$ cat config.mk
export PLATFORM = sky130hd
export DESIGN_NAME = shared_pool_multi_queue_buffer
export DESIGN_NICKNAME = d
export VERILOG_FILES = /design/src/rtl/spmq_pkg.sv /design/src/rtl/shared_pool_multi_queue_buffer.sv /design/src/rtl/spmq_ram.sv /design/src/rtl/spmq_mod.sv
export SDC_FILE = /design/constraint.sdc
export NUM_CORES = 2
export LEC_CHECK = 0
export ABC_AREA = 1
export BUFFER_PORTS_ARGS = -buffer_cell sky130_fd_sc_hd__buf_2
export CAP_MARGIN = 20
export CORE_MARGIN = 3
export CORE_UTILIZATION = 35
export DETAILED_ROUTE_END_ITERATION = 6
export PLACE_DENSITY = 0.49
export SYNTH_ARGS = -nofsm -noshare
export SYNTH_HDL_FRONTEND = slang
export SYNTH_SLANG_ARGS = --single-unit
export TNS_END_PERCENT = 5
$ cat constraint.sdc
create_clock -name clock -period 4.09 [get_ports clock]
set_input_delay 0.6135 -clock clock [delete_from_list [all_inputs] [get_ports clock]]
set_output_delay 0.6135 -clock clock [all_outputs]
set_load 0.005 [all_outputs]
$ cat src/rtl/spmq_pkg.sv
// ----------------------------------------------------------------------------
// Shared-pool multi-queue buffer package
// Common constants, codes and control types for the buffer modules.
// ----------------------------------------------------------------------------
package spmq_pkg;

   localparam int DEF_PARTITIONS = 8;
   localparam int DEF_BLOCKS     = 32;
   localparam int DEF_BLOCK_BITS = 32;

   localparam int LFSR_W           = 16;
   localparam logic [15:0] LFSR_TAPS = 16'hB400;
   localparam logic [15:0] LFSR_SEED = 16'h0001;

   localparam logic [1:0] FUNC_INSERT   = 2'd0;
   localparam logic [1:0] FUNC_TAKE     = 2'd1;
   localparam logic [1:0] FUNC_TAKE_ANY = 2'd2;
   localparam logic [1:0] FUNC_STATUS   = 2'd3;

   localparam logic [1:0] STAT_OK    = 2'd0;
   localparam logic [1:0] STAT_FULL  = 2'd1;
   localparam logic [1:0] STAT_EMPTY = 2'd2;

   localparam int MAX_KW = 7;

   typedef struct packed {
      logic              start;
      logic [LFSR_W-1:0] dividend;
      logic [MAX_KW-1:0] divisor;
   } div_req_type;

   typedef struct packed {
      logic              done;
      logic [MAX_KW-1:0] remainder;
   } div_rsp_type;

endpackage

$ cat src/rtl/shared_pool_multi_queue_buffer.sv
// ----------------------------------------------------------------------------
// Shared-pool multi-queue buffer
// Per-partition FIFO queues of blocks drawn from one pool with a free list.
// ----------------------------------------------------------------------------
// One request is handled at a time. An insert runs dispatch, insert write and
// finish; a take runs dispatch, take read, take write and finish; a status runs
// dispatch and finish; a take-any waits for the modulo unit and scans partitions
// up to the chosen one before its take. Links sit in a registered-read RAM, so
// each insert or take reads a link and in the next state uses it and writes one.
// A pass over all blocks after reset chains the free list, taking no request.
module shared_pool_multi_queue_buffer #(
   parameter int PARTITIONS = spmq_pkg::DEF_PARTITIONS,
   parameter int BLOCKS     = spmq_pkg::DEF_BLOCKS,
   parameter int BLOCK_BITS = spmq_pkg::DEF_BLOCK_BITS
) (
   input  logic        clock,
   input  logic        reset,
   input  logic        req_valid,
   output logic        req_stall,
   input  logic [1:0]  req_func,
   input  logic [2:0]  req_partition,
   input  logic [31:0] req_payload,
   output logic        rsp_valid,
   input  logic        rsp_stall,
   output logic [1:0]  rsp_status,
   output logic [2:0]  rsp_served_partition,
   output logic [31:0] rsp_payload_out,
   output logic [5:0]  rsp_used_total,
   output logic [5:0]  rsp_partition_count
);
   import spmq_pkg::*;

   localparam int PW = (PARTITIONS > 1) ? $clog2(PARTITIONS) : 1;
   localparam int KW = $clog2(PARTITIONS + 1);
   localparam int BW = (BLOCKS > 1) ? $clog2(BLOCKS) : 1;
   localparam int CW = $clog2(BLOCKS + 1);

   typedef enum logic [3:0] {
      ST_CLEAR, ST_IDLE, ST_DISP, ST_INS_WR, ST_DIV, ST_SCAN,
      ST_TAKE_RD, ST_TAKE_WR, ST_FIN
   } state_type;

   function automatic logic [PW-1:0] part_idx(input logic [2:0] v);
      logic [6:0] t;
      t = 7'(v);
      for (int j = 0; j < 8; j++) begin
         if (t >= 7'(PARTITIONS)) t = t - 7'(PARTITIONS);
      end
      return PW'(t);
   endfunction

   state_type            state_ff, state_in;
   logic [BW-1:0]        clr_ff, clr_in;
   logic [1:0]           func_ff, func_in;
   logic [PW-1:0]        part_ff, part_in;
   logic [PW-1:0]        sel_ff, sel_in;
   logic [PW-1:0]        scan_ff, scan_in;
   logic [KW-1:0]        pick_ff, pick_in;
   logic [BLOCK_BITS-1:0] pay_ff, pay_in;
   logic [BLOCK_BITS-1:0] got_ff, got_in;
   logic [1:0]           stat_ff, stat_in;
   logic [BW-1:0]        qhead_ff [PARTITIONS];
   logic [BW-1:0]        qtail_ff [PARTITIONS];
   logic [CW-1:0]        qcnt_ff  [PARTITIONS];
   logic [PARTITIONS-1:0] nonempty_ff, nonempty_in;
   logic [KW-1:0]        k_ff, k_in;
   logic [BW-1:0]        fhead_ff, fhead_in;
   logic [BW-1:0]        ftail_ff, ftail_in;
   logic [CW-1:0]        used_ff, used_in;
   logic [LFSR_W-1:0]    lfsr_ff, lfsr_in;
   logic                 rsp_valid_ff, rsp_valid_in;
   logic [1:0]           rsp_status_ff, rsp_status_in;
   logic [2:0]           rsp_served_ff, rsp_served_in;
   logic [31:0]          rsp_payload_ff, rsp_payload_in;
   logic [5:0]           rsp_used_ff, rsp_used_in;
   logic [5:0]           rsp_count_ff, rsp_count_in;

   logic [PW-1:0]   idx;
   logic [BW-1:0]   cur_head, cur_tail;
   logic [CW-1:0]   cur_cnt;
   logic            q_we;
   logic [BW-1:0]   q_head_wd, q_tail_wd;
   logic [CW-1:0]   q_cnt_wd;
   logic            link_we, link_re;
   logic [BW-1:0]   link_wa, link_wd, link_ra, link_rd;
   logic            store_we, store_re;
   logic [BW-1:0]   store_ra;
   logic [BLOCK_BITS-1:0] store_rd;
   div_req_type     div_req;
   div_rsp_type     div_rsp;
   logic            rsp_free;

   assign idx      = (state_ff == ST_FIN) ? part_ff : sel_ff;
   assign cur_head = qhead_ff[idx];
   assign cur_tail = qtail_ff[idx];
   assign cur_cnt  = qcnt_ff[idx];
   assign rsp_free = !rsp_valid_ff || !rsp_stall;

   always_comb begin
      state_in       = state_ff;
      clr_in         = clr_ff;
      func_in        = func_ff;
      part_in        = part_ff;
      sel_in         = sel_ff;
      scan_in        = scan_ff;
      pick_in        = pick_ff;
      pay_in         = pay_ff;
      got_in         = got_ff;
      stat_in        = stat_ff;
      nonempty_in    = nonempty_ff;
      k_in           = k_ff;
      fhead_in       = fhead_ff;
      ftail_in       = ftail_ff;
      used_in        = used_ff;
      lfsr_in        = lfsr_ff;
      rsp_valid_in   = rsp_valid_ff && rsp_stall;
      rsp_status_in  = rsp_status_ff;
      rsp_served_in  = rsp_served_ff;
      rsp_payload_in = rsp_payload_ff;
      rsp_used_in    = rsp_used_ff;
      rsp_count_in   = rsp_count_ff;
      q_we           = 1'b0;
      q_head_wd      = cur_head;
      q_tail_wd      = cur_tail;
      q_cnt_wd       = cur_cnt;
      link_we        = 1'b0;
      link_wa        = clr_ff;
      link_wd        = (clr_ff == BW'(BLOCKS - 1)) ? '0 : clr_ff + 1'b1;
      link_re        = 1'b0;
      link_ra        = fhead_ff;
      store_we       = 1'b0;
      store_re       = 1'b0;
      store_ra       = cur_head;
      div_req        = '0;
      unique case (state_ff)
         ST_CLEAR: begin
            link_we = 1'b1;
            clr_in  = clr_ff + 1'b1;
            if (clr_ff == BW'(BLOCKS - 1)) state_in = ST_IDLE;
         end
         ST_IDLE: begin
            if (req_valid) begin
               func_in  = req_func;
               part_in  = part_idx(req_partition);
               sel_in   = part_idx(req_partition);
               pay_in   = BLOCK_BITS'(req_payload);
               got_in   = '0;
               stat_in  = STAT_OK;
               state_in = ST_DISP;
            end
         end
         ST_DISP: begin
            state_in = ST_FIN;
            unique case (func_ff)
               FUNC_INSERT: begin
                  if (used_ff == CW'(BLOCKS)) begin
                     stat_in = STAT_FULL;
                  end else begin
                     link_re  = 1'b1;
                     state_in = ST_INS_WR;
                  end
               end
               FUNC_TAKE: begin
                  if (cur_cnt == '0) stat_in = STAT_EMPTY;
                  else state_in = ST_TAKE_RD;
               end
               FUNC_TAKE_ANY: begin
                  if (k_ff == '0) begin
                     stat_in = STAT_EMPTY;
                     sel_in  = '0;
                  end else begin
                     div_req.start    = 1'b1;
                     div_req.dividend = lfsr_ff;
                     div_req.divisor  = MAX_KW'(k_ff);
                     lfsr_in = (lfsr_ff >> 1) ^ (lfsr_ff[0] ? LFSR_TAPS : '0);
                     state_in = ST_DIV;
                  end
               end
               default: begin
               end
            endcase
         end
         ST_INS_WR: begin
            fhead_in  = link_rd;
            store_we  = 1'b1;
            q_we      = 1'b1;
            q_tail_wd = fhead_ff;
            q_cnt_wd  = cur_cnt + 1'b1;
            if (cur_cnt == '0) begin
               q_head_wd = fhead_ff;
               nonempty_in[sel_ff] = 1'b1;
               k_in = k_ff + 1'b1;
            end else begin
               link_we = 1'b1;
               link_wa = cur_tail;
               link_wd = fhead_ff;
            end
            used_in  = used_ff + 1'b1;
            state_in = ST_FIN;
         end
         ST_DIV: begin
            if (div_rsp.done) begin
               pick_in  = KW'(div_rsp.remainder);
               scan_in  = '0;
               state_in = ST_SCAN;
            end
         end
         ST_SCAN: begin
            scan_in = scan_ff + 1'b1;
            if (nonempty_ff[scan_ff]) begin
               if (pick_ff == '0) begin
                  sel_in   = scan_ff;
                  state_in = ST_TAKE_RD;
               end else begin
                  pick_in = pick_ff - 1'b1;
               end
            end
         end
         ST_TAKE_RD: begin
            link_re  = 1'b1;
            link_ra  = cur_head;
            store_re = 1'b1;
            state_in = ST_TAKE_WR;
         end
         ST_TAKE_WR: begin
            got_in    = store_rd;
            q_we      = 1'b1;
            q_head_wd = link_rd;
            q_cnt_wd  = cur_cnt - 1'b1;
            if (cur_cnt == CW'(1)) begin
               nonempty_in[sel_ff] = 1'b0;
               k_in = k_ff - 1'b1;
            end
            if (used_ff == CW'(BLOCKS)) begin
               fhead_in = cur_head;
            end else begin
               link_we = 1'b1;
               link_wa = ftail_ff;
               link_wd = cur_head;
            end
            ftail_in = cur_head;
            used_in  = used_ff - 1'b1;
            state_in = ST_FIN;
         end
         ST_FIN: begin
            if (rsp_free) begin
               rsp_valid_in   = 1'b1;
               rsp_status_in  = stat_ff;
               rsp_served_in  = 3'(sel_ff);
               rsp_payload_in = 32'(got_ff);
               rsp_used_in    = 6'(used_ff);
               rsp_count_in   = 6'(cur_cnt);
               state_in       = ST_IDLE;
            end
         end
         default: state_in = ST_IDLE;
      endcase
   end

   always_ff @(posedge clock) begin
      if (reset) begin
         state_ff     <= ST_CLEAR;
         clr_ff       <= '0;
         nonempty_ff  <= '0;
         k_ff         <= '0;
         fhead_ff     <= '0;
         ftail_ff     <= BW'(BLOCKS - 1);
         used_ff      <= '0;
         lfsr_ff      <= LFSR_SEED;
         rsp_valid_ff <= 1'b0;
         for (int i = 0; i < PARTITIONS; i++) begin
            qhead_ff[i] <= '0;
            qtail_ff[i] <= '0;
            qcnt_ff[i]  <= '0;
         end
      end else begin
         state_ff     <= state_in;
         clr_ff       <= clr_in;
         nonempty_ff  <= nonempty_in;
         k_ff         <= k_in;
         fhead_ff     <= fhead_in;
         ftail_ff     <= ftail_in;
         used_ff      <= used_in;
         lfsr_ff      <= lfsr_in;
         rsp_valid_ff <= rsp_valid_in;
         if (q_we) begin
            qhead_ff[idx] <= q_head_wd;
            qtail_ff[idx] <= q_tail_wd;
            qcnt_ff[idx]  <= q_cnt_wd;
         end
      end
      func_ff        <= func_in;
      part_ff        <= part_in;
      sel_ff         <= sel_in;
      scan_ff        <= scan_in;
      pick_ff        <= pick_in;
      pay_ff         <= pay_in;
      got_ff         <= got_in;
      stat_ff        <= stat_in;
      rsp_status_ff  <= rsp_status_in;
      rsp_served_ff  <= rsp_served_in;
      rsp_payload_ff <= rsp_payload_in;
      rsp_used_ff    <= rsp_used_in;
      rsp_count_ff   <= rsp_count_in;
   end

   spmq_ram #(.WIDTH(BW), .DEPTH(BLOCKS)) u_link_ram (
      .clock   (clock),
      .wr_en   (link_we),
      .wr_addr (link_wa),
      .wr_data (link_wd),
      .rd_en   (link_re),
      .rd_addr (link_ra),
      .rd_data (link_rd)
   );

   spmq_ram #(.WIDTH(BLOCK_BITS), .DEPTH(BLOCKS)) u_store_ram (
      .clock   (clock),
      .wr_en   (store_we),
      .wr_addr (fhead_ff),
      .wr_data (pay_ff),
      .rd_en   (store_re),
      .rd_addr (store_ra),
      .rd_data (store_rd)
   );

   spmq_mod u_mod (
      .clock (clock),
      .reset (reset),
      .req   (div_req),
      .rsp   (div_rsp)
   );

   assign req_stall            = (state_ff != ST_IDLE);
   assign rsp_valid            = rsp_valid_ff;
   assign rsp_status           = rsp_status_ff;
   assign rsp_served_partition = rsp_served_ff;
   assign rsp_payload_out      = rsp_payload_ff;
   assign rsp_used_total       = rsp_used_ff;
   assign rsp_partition_count  = rsp_count_ff;

   a_used_bound: assert property (@(posedge clock) disable iff (reset)
      used_ff <= CW'(BLOCKS))
      else $error("pool use exceeds the number of blocks");

   a_k_matches: assert property (@(posedge clock) disable iff (reset)
      32'(k_ff) == $countones(nonempty_ff))
      else $error("non-empty partition count out of step");

   a_empty_pool: assert property (@(posedge clock) disable iff (reset)
      (k_ff == '0) == (used_ff == '0))
      else $error("partition occupancy disagrees with pool use");

   a_take_nonempty: assert property (@(posedge clock) disable iff (reset)
      state_ff == ST_TAKE_RD |-> nonempty_ff[sel_ff])
      else $error("take started on an empty partition");

endmodule

$ cat src/rtl/spmq_ram.sv
// ----------------------------------------------------------------------------
// Generic RAM
// One write port and one read port with a registered read.
// ----------------------------------------------------------------------------
module spmq_ram #(
   parameter int WIDTH = 32,
   parameter int DEPTH = 32,
   localparam int AW = (DEPTH > 1) ? $clog2(DEPTH) : 1
) (
   input  logic             clock,
   input  logic             wr_en,
   input  logic [AW-1:0]    wr_addr,
   input  logic [WIDTH-1:0] wr_data,
   input  logic             rd_en,
   input  logic [AW-1:0]    rd_addr,
   output logic [WIDTH-1:0] rd_data
);

   logic [WIDTH-1:0] mem_ff [DEPTH];
   logic [WIDTH-1:0] rd_data_ff;

   always_ff @(posedge clock) begin
      if (wr_en) begin
         mem_ff[wr_addr] <= wr_data;
      end
      if (rd_en) begin
         rd_data_ff <= mem_ff[rd_addr];
      end
   end

   assign rd_data = rd_data_ff;

endmodule

$ cat src/rtl/spmq_mod.sv
// ----------------------------------------------------------------------------
// Shared-pool buffer modulo unit
// Restoring division giving the remainder, one dividend bit per cycle.
// ----------------------------------------------------------------------------
module spmq_mod (
   input  logic                  clock,
   input  logic                  reset,
   input  spmq_pkg::div_req_type req,
   output spmq_pkg::div_rsp_type rsp
);
   import spmq_pkg::*;

   localparam int SW = $clog2(LFSR_W);

   logic              busy_ff, busy_in;
   logic              done_ff, done_in;
   logic [SW-1:0]     step_ff, step_in;
   logic [LFSR_W-1:0] dvd_ff, dvd_in;
   logic [MAX_KW-1:0] dvs_ff, dvs_in;
   logic [MAX_KW:0]   rem_ff, rem_in;
   logic [MAX_KW:0]   trial;

   always_comb begin
      busy_in = busy_ff;
      done_in = 1'b0;
      step_in = step_ff;
      dvd_in  = dvd_ff;
      dvs_in  = dvs_ff;
      rem_in  = rem_ff;
      trial   = {rem_ff[MAX_KW-1:0], dvd_ff[LFSR_W-1]};
      if (req.start) begin
         busy_in = 1'b1;
         step_in = '0;
         dvd_in  = req.dividend;
         dvs_in  = req.divisor;
         rem_in  = '0;
      end else if (busy_ff) begin
         dvd_in = {dvd_ff[LFSR_W-2:0], 1'b0};
         if (trial >= {1'b0, dvs_ff}) begin
            rem_in = trial - {1'b0, dvs_ff};
         end else begin
            rem_in = trial;
         end
         step_in = step_ff + 1'b1;
         if (step_ff == SW'(LFSR_W - 1)) begin
            busy_in = 1'b0;
            done_in = 1'b1;
         end
      end
   end

   always_ff @(posedge clock) begin
      if (reset) begin
         busy_ff <= 1'b0;
         done_ff <= 1'b0;
      end else begin
         busy_ff <= busy_in;
         done_ff <= done_in;
      end
      step_ff <= step_in;
      dvd_ff  <= dvd_in;
      dvs_ff  <= dvs_in;
      rem_ff  <= rem_in;
   end

   assign rsp.done      = done_ff;
   assign rsp.remainder = rem_ff[MAX_KW-1:0];

endmodule
# After elaboration in Yosys (flattened, before gate mapping)
# Memory sizes are Yosys's and may differ from the RTL's. A register that Yosys moved wholly into a read port is not among the register bits.
# Index checks and enable logic that the tools add are counted.
# word_totals
reg_bits,220
ram_bits,1312
out_inout_bits,51
elab_cells,218
mem_count,5
# memory_table
name,words,word_bits,rd,rd_ports_with_merged_regs,write_ports,line_no,rtl
u_store_ram.mem_ff,32,32,1,1,1,spmq_ram.sv:19,logic [WIDTH-1:0] mem_ff [DEPTH];
u_link_ram.mem_ff,32,5,1,1,1,spmq_ram.sv:19,
qcnt_ff,8,6,1,0,8,shared_pool_multi_queue_buffer.sv:64,logic [CW-1:0] qcnt_ff [PARTITIONS];
qhead_ff,8,5,1,0,8,shared_pool_multi_queue_buffer.sv:62,logic [BW-1:0] qhead_ff [PARTITIONS];
qtail_ff,8,5,1,0,8,shared_pool_multi_queue_buffer.sv:63,logic [BW-1:0] qtail_ff [PARTITIONS];
# classes
addsub,11
n_lt_le_gt_ge,4
n_eq_ne,31
n_mux,96
n_bitwise,8
reduce_logical,34
# op_table
operator,n
24-bit 2-to-1 mux,3
32-bit case mux with 2 select lines,1
4-bit 2-to-1 mux,14
5-bit 2-to-1 mux,11
16-bit 2-to-1 mux,3
5-bit case mux with 2 select lines,4
32-bit 2-to-1 mux,1
4-bit case mux with 8 select lines,1
3-bit 2-to-1 mux,10
1-bit 2-to-1 mux,26
6-bit case mux with 2 select lines,2
2-bit inequality test (second input constant),11
6-bit AND reduction,3
4-bit by 3-bit == test with 1-bit output (second input constant),4
8-bit 2-to-1 mux,2
4-bit case mux with 2 select lines,2
8-bit case mux with 2 select lines,1
15-bit by 16-bit bitwise XOR with 16-bit output,1
6-bit by 1-bit adder with 6-bit output (second input constant),2
4-bit zero test,3
4-bit case mux with 3 select lines,1
2-bit AND reduction,6
6-bit by 1-bit subtractor with 6-bit output (second input constant),2
2-bit nonzero test,5
other kinds (47),65

# Longest topological paths before layout
# logic_depth
depth_word,8
ltp_mapped,22

# Modules after synthesis
# From an unflattened synthesis, not the netlist that was laid out.
# unflattened
cells_unflattened,5754
area_unflattened_um2,65550.4
# by_module_without_submodules
mod,instances,cells_per_inst,area_per_inst_um2,seq_area_each_um2
spmq_ram (u_store_ram),1,3536,42726.0,31710.4
shared_pool_multi_queue_buffer,1,1411,14148.6,8828.5
spmq_ram (u_link_ram),1,595,6846.6,4954.8
spmq_mod,1,212,1829.3,950.9

# Worst setup path before layout
# Ideal clock, no wire load.
# synth_timing
kind,reg-to-reg
from,register state_ff[2]
to,"register got_ff[0], enable pin"
setup_ns,0.466
arrival_time_ns,3.116
required_ns,3.624
path_slack_ns,0.508
path_stages_with_launch,6
path_buffers,0
synth_period_minus_slack_ns,3.582
cell_sequence,dfxtp_1 -> nor2_1 -> inv_1 -> nor2_1 -> inv_1 -> o21ai_0
# synth_between
elab_chain_len,3
# synth_lines
item,line_no,rtl
from (decl),shared_pool_multi_queue_buffer.sv:52,"state_type state_ff, state_in;"
from (signal assigned),shared_pool_multi_queue_buffer.sv:277,state_ff <= state_in;
4-bit by 1-bit == test with 1-bit output / 4-bit by 3-bit == test with 1-bit output (equally long branches),shared_pool_multi_queue_buffer.sv:135,unique case (state_ff)
2-bit inequality test (no source line) / 2-bit nonzero test (equally long branches),--,
2-bit AND reduction (no source line) *,--,
to (signal assigned),shared_pool_multi_queue_buffer.sv:298,got_ff <= got_in;
to (decl),shared_pool_multi_queue_buffer.sv:60,"logic [BLOCK_BITS-1:0] got_ff, got_in;"
# Every way passes the cells marked *; elsewhere a longest branch is shown, timed or not.
# A chain may end at the register's enable or synchronous reset.

# Worst setup path in the final report
# layout_timing
from,register state_ff[3]
to,"memory u_link_ram.mem_ff[21][1] in the netlist's numbering, enable pin"
# layout_between
elab_chain_len,8
# layout_lines
item,line_no,rtl
4-bit == test *,shared_pool_multi_queue_buffer.sv:93,assign idx = (state_ff == ST_FIN) ? part_ff : sel_ff;
3-bit 2-to-1 mux *,shared_pool_multi_queue_buffer.sv:93,
memory 8 x 6 bit *,--,
named net cur_cnt[0],shared_pool_multi_queue_buffer.sv:80,logic [CW-1:0] cur_cnt;
6-bit zero test *,shared_pool_multi_queue_buffer.sv:189,if (cur_cnt == '0) begin
1-bit 2-to-1 mux,shared_pool_multi_queue_buffer.sv:189,
1-bit case mux with 3 select lines,shared_pool_multi_queue_buffer.sv:135,
1-bit 2-to-1 mux,spmq_ram.sv:23,if (wr_en) begin
1-bit 2-to-1 mux (not written as such),spmq_ram.sv:24,mem_ff[wr_addr] <= wr_data;
to (decl),spmq_ram.sv:19,
# The timed path passes the listed nets; every way through them passes the cells marked *.

==> flow_summary.ini <==
[synthesis]
syn-cell-area_um2 = 65200
syn_area_per_cell_um2 = 12.0
synth_edf_count = 1499
async_flop_share_pct = 0
synth_seq_cells = 1566
synthDistinctLibCells = 54
synth_cells = 5444
synth_fp_nets = 5510
synth_ff_type = edfxtp_1
yosys_warnings = 0
yosysSeqAreaShare_pct = 71.1

[drt]
drcViolationCount = 0
drtIter0Drc = 4147
vias_per_cell = 5.12
wl_mm = 195
detail_route.first_pass.iterations = 5
vias = 42100
drtAntennaViolNets = 0
wl_per_cell_um = 23.7

[critical_path]
critPathKind = reg2reg
required_ps = 4550
crit_arrival_ps = 4210
worstSetupStartpointType = register
endpoint_kind = register
path_max_fanout = 14
reg2reg_depth = 19

[pwr]
peakVddDrop_uv = 325
seq_power_share_pct = 45.3
comb_power_share_pct = 18.7
switching_power_mw = 12.1
p_leak_nw = 27.0
pwr-share-clk_pct = 36.0
internal-power_mw = 28.8
power_density_nw_per_um2 = 541
p_sw_share_pct = 29.5

[clock_tree]
cts-root-buf = clkbuf_16
cts_setup_buffers = 0
clock-sinks = 1566
clockBufferDepth = 3
path_clk_slew_ps = 70
cts_tree = done
numCtsBuffers = 167
clock_latency_ps = 810
cts_max_level = 4

[timing]
post-route-period-util_pct = 91.5
whs_ps = 59.6
tns_ps = 0
finalHoldViolations = 0
finClkSkew_ps = 34.3
min_period_ps = 3740
setup_viol_count_final = 0
finalMaxSlewViolations = 0
tightest_slew_ps = 1070
setup_ws_ps = 346
slew_headroom_pct = 28.9
fmax_mhz = 267
grt_setup_unrepaired = false

[final_layout]
final_util_pct = 41.0
design_area_um2 = 75500
area_growth_pct = 15.9
drive_above_1_share_pct = 11.5
layout_common_cells = edfxtp_1 (1499), nand2_1 (866), nor2_1 (567), inv_1 (545), o211ai_1 (485)
nets = 5693
final_common_cell = edfxtp_1

[die]
initial_utilization_pct = 35.4
die_width_um = 438
die_h_um = 438
dieArea_um2 = 191000
ios = 92
num_rows = 157
coreArea_um2 = 184000

[place]
placed_cell_area_um2 = 69800
numPortBuffers = 91
hpwl_mm = 109
pre_cts_ws_ps = 146
gp_congestion = 0.845

[global_routing]
grtUsageTotal_pct = 20.0
antenna_found_initial = 3
globalRouteOverflowTotal = 0
grt_first_pass_wirelength_mm = 282
grt_max_degree = 85
first_global_vias = 40300

[min_path]
hold_class = in2reg
hold_path_depth = 1

[run]
cap_viol_max_count = 0

[status]
status = finished clean
-- cells in the mapped netlist, types with 7 or more instances --
| library cell | count | share of area, % |
|---|---|---|
| a21oi_1 | 78 | 0.60 |
| buf_1 | 9 | 0.052 |
| buf_2 | 151 | 1.2 |
| buf_4 | 21 | 0.24 |
| buf_6 | 19 | 0.33 |
| clkbuf_1 | 112 | 0.65 |
| dfxtp_1 | 67 | 2.1 |
| edfxtp_1 | 1499 | 69 |
| ha_1 | 22 | 0.42 |
| inv_1 | 547 | 3.2 |
| inv_2 | 14 | 0.081 |
| nand2_1 | 868 | 5.0 |
| nand2_2 | 17 | 0.16 |
| nand3_1 | 432 | 3.3 |
| nand3_2 | 7 | 0.11 |
| nand3b_1 | 32 | 0.37 |
| nand4_1 | 14 | 0.13 |
| nor2_1 | 609 | 3.5 |
| nor2_4 | 12 | 0.21 |
| o211ai_1 | 485 | 5.6 |
| o21ai_0 | 288 | 2.2 |
| o21ai_1 | 51 | 0.39 |
| xnor2_1 | 7 | 0.094 |
| xor2_1 | 8 | 0.11 |
-- cells by family after synthesis --
logic type	count (synthesis)	share of synthesized area, %
XOR/XNOR	15	0.202
AO/OA/AOI/OAI	934	9.19
flip-flops	1566	71.1
adder cells (fa/ha/maj)	25	0.515
AND/OR/NAND/NOR	2025	13.3
buffers and inverters	879	5.70
-- state kept, by name, summed over array words and instances, names as in the netlist, 5 cells and up, named ones only --
signal / count
lfsr_ff: 16
u_link_ram.mem_ff: 160
clr_ff: 5
rsp_payload_out: 32
got_ff: 32
u_store_ram.rd_data: 32
u_link_ram.rd_data: 5
u_store_ram.mem_ff: 1024
u_mod.dvd_ff: 16
rsp_partition_count: 6
u_mod.rem_ff: 7
used_ff: 6
pay_ff: 32
qhead_ff: 40
qcnt_ff: 48
fhead_ff: 5
qtail_ff: 40
rsp_used_total: 6
ftail_ff: 5
-- worst max-delay path, cell delays in order (launching register included) --
cell and delay, ps:
dfxtp_1 400, inv_2 90, nor2_8 160, nand2_8 100, nand2_1 90, nand2_2 90
nor2_4 380, nand3_1 140, nand2_1 130, nor2_4 50, inv_1 50, ha_1 150
nand3_1 120, nor2_4 280, nand2_1 90, nand3_1 110, nand2_1 60, nor2_1 180
nand3_2 370, nor2_2 370
-- worst paths after layout --
| path | slack (ps) | from | endpoint |
|---|---|---|---|
| worst min register to register | 420 | got_ff[3]$_SDFFCE_PN0P_ | rsp_payload_out[3]$_DFFE_PP_ |
| worst max register to register | 350 | state_ff[3]$_SDFFE_PP0P_ | u_link_ram.mem_ff[21][1]$_DFFE_PP_ |
| worst min-delay path | 60 | req_payload[18] | pay_ff[18]$_DFFE_PP_ |
| worst max-delay path | 350 | state_ff[3]$_SDFFE_PP0P_ | u_link_ram.mem_ff[21][1]$_DFFE_PP_ |
-- timing repair --
action                                 4_1_cts  5_1_grt
endpoints found under the hold margin       22        0
setup endpoints to repair                    0       97
hold buffers                                22        0
resized for setup                            0       10
-- power by group through the flow --
stage	Sequential [mW]	Clock [mW]	Combinational [mW]
finish	18.5	14.7	7.63
global route	18.6	15.7	8.40
CTS	18.6	15.0	7.63
detailed placement	18.9	0	7.60
global placement	18.9	0	7.59
floorplan	18.8	0	4.80
-- layout make-up --
cell class              instances  area (µm²)
well taps                    2464        3080
flip-flops and latches       1566       46400
clock buffers                 201        4390
clock inverters               101         902
fillers                     17400      109000
diodes                          3        7.51
multi-input cells            2999       15400
repair buffers                327        3220
inverters                     566        2140
-- routing by layer --
layer / wire (µm) / track usage (%) / vias up
met2: 92100 / 32.7 / 1221
met1: 87700 / 28.1 / 21000
met4: 4400 / 5.16 / 0
met3: 10400 / 2.74 / 265
met5: 0 / 0 / -
li1: - / - / 19600
-- stage by stage --
| stage | cells | power [mW] |
|---|---|---|
| finish | 8227 | 40.8 |
| global route | 8225 | 42.6 |
| CTS | 8218 | 41.2 |
| detailed placement | 7894 | 26.5 |
| global placement | 7894 | 26.5 |
| floorplan | 5444 | 23.6 |
Power figures use the tool's default switching activity.
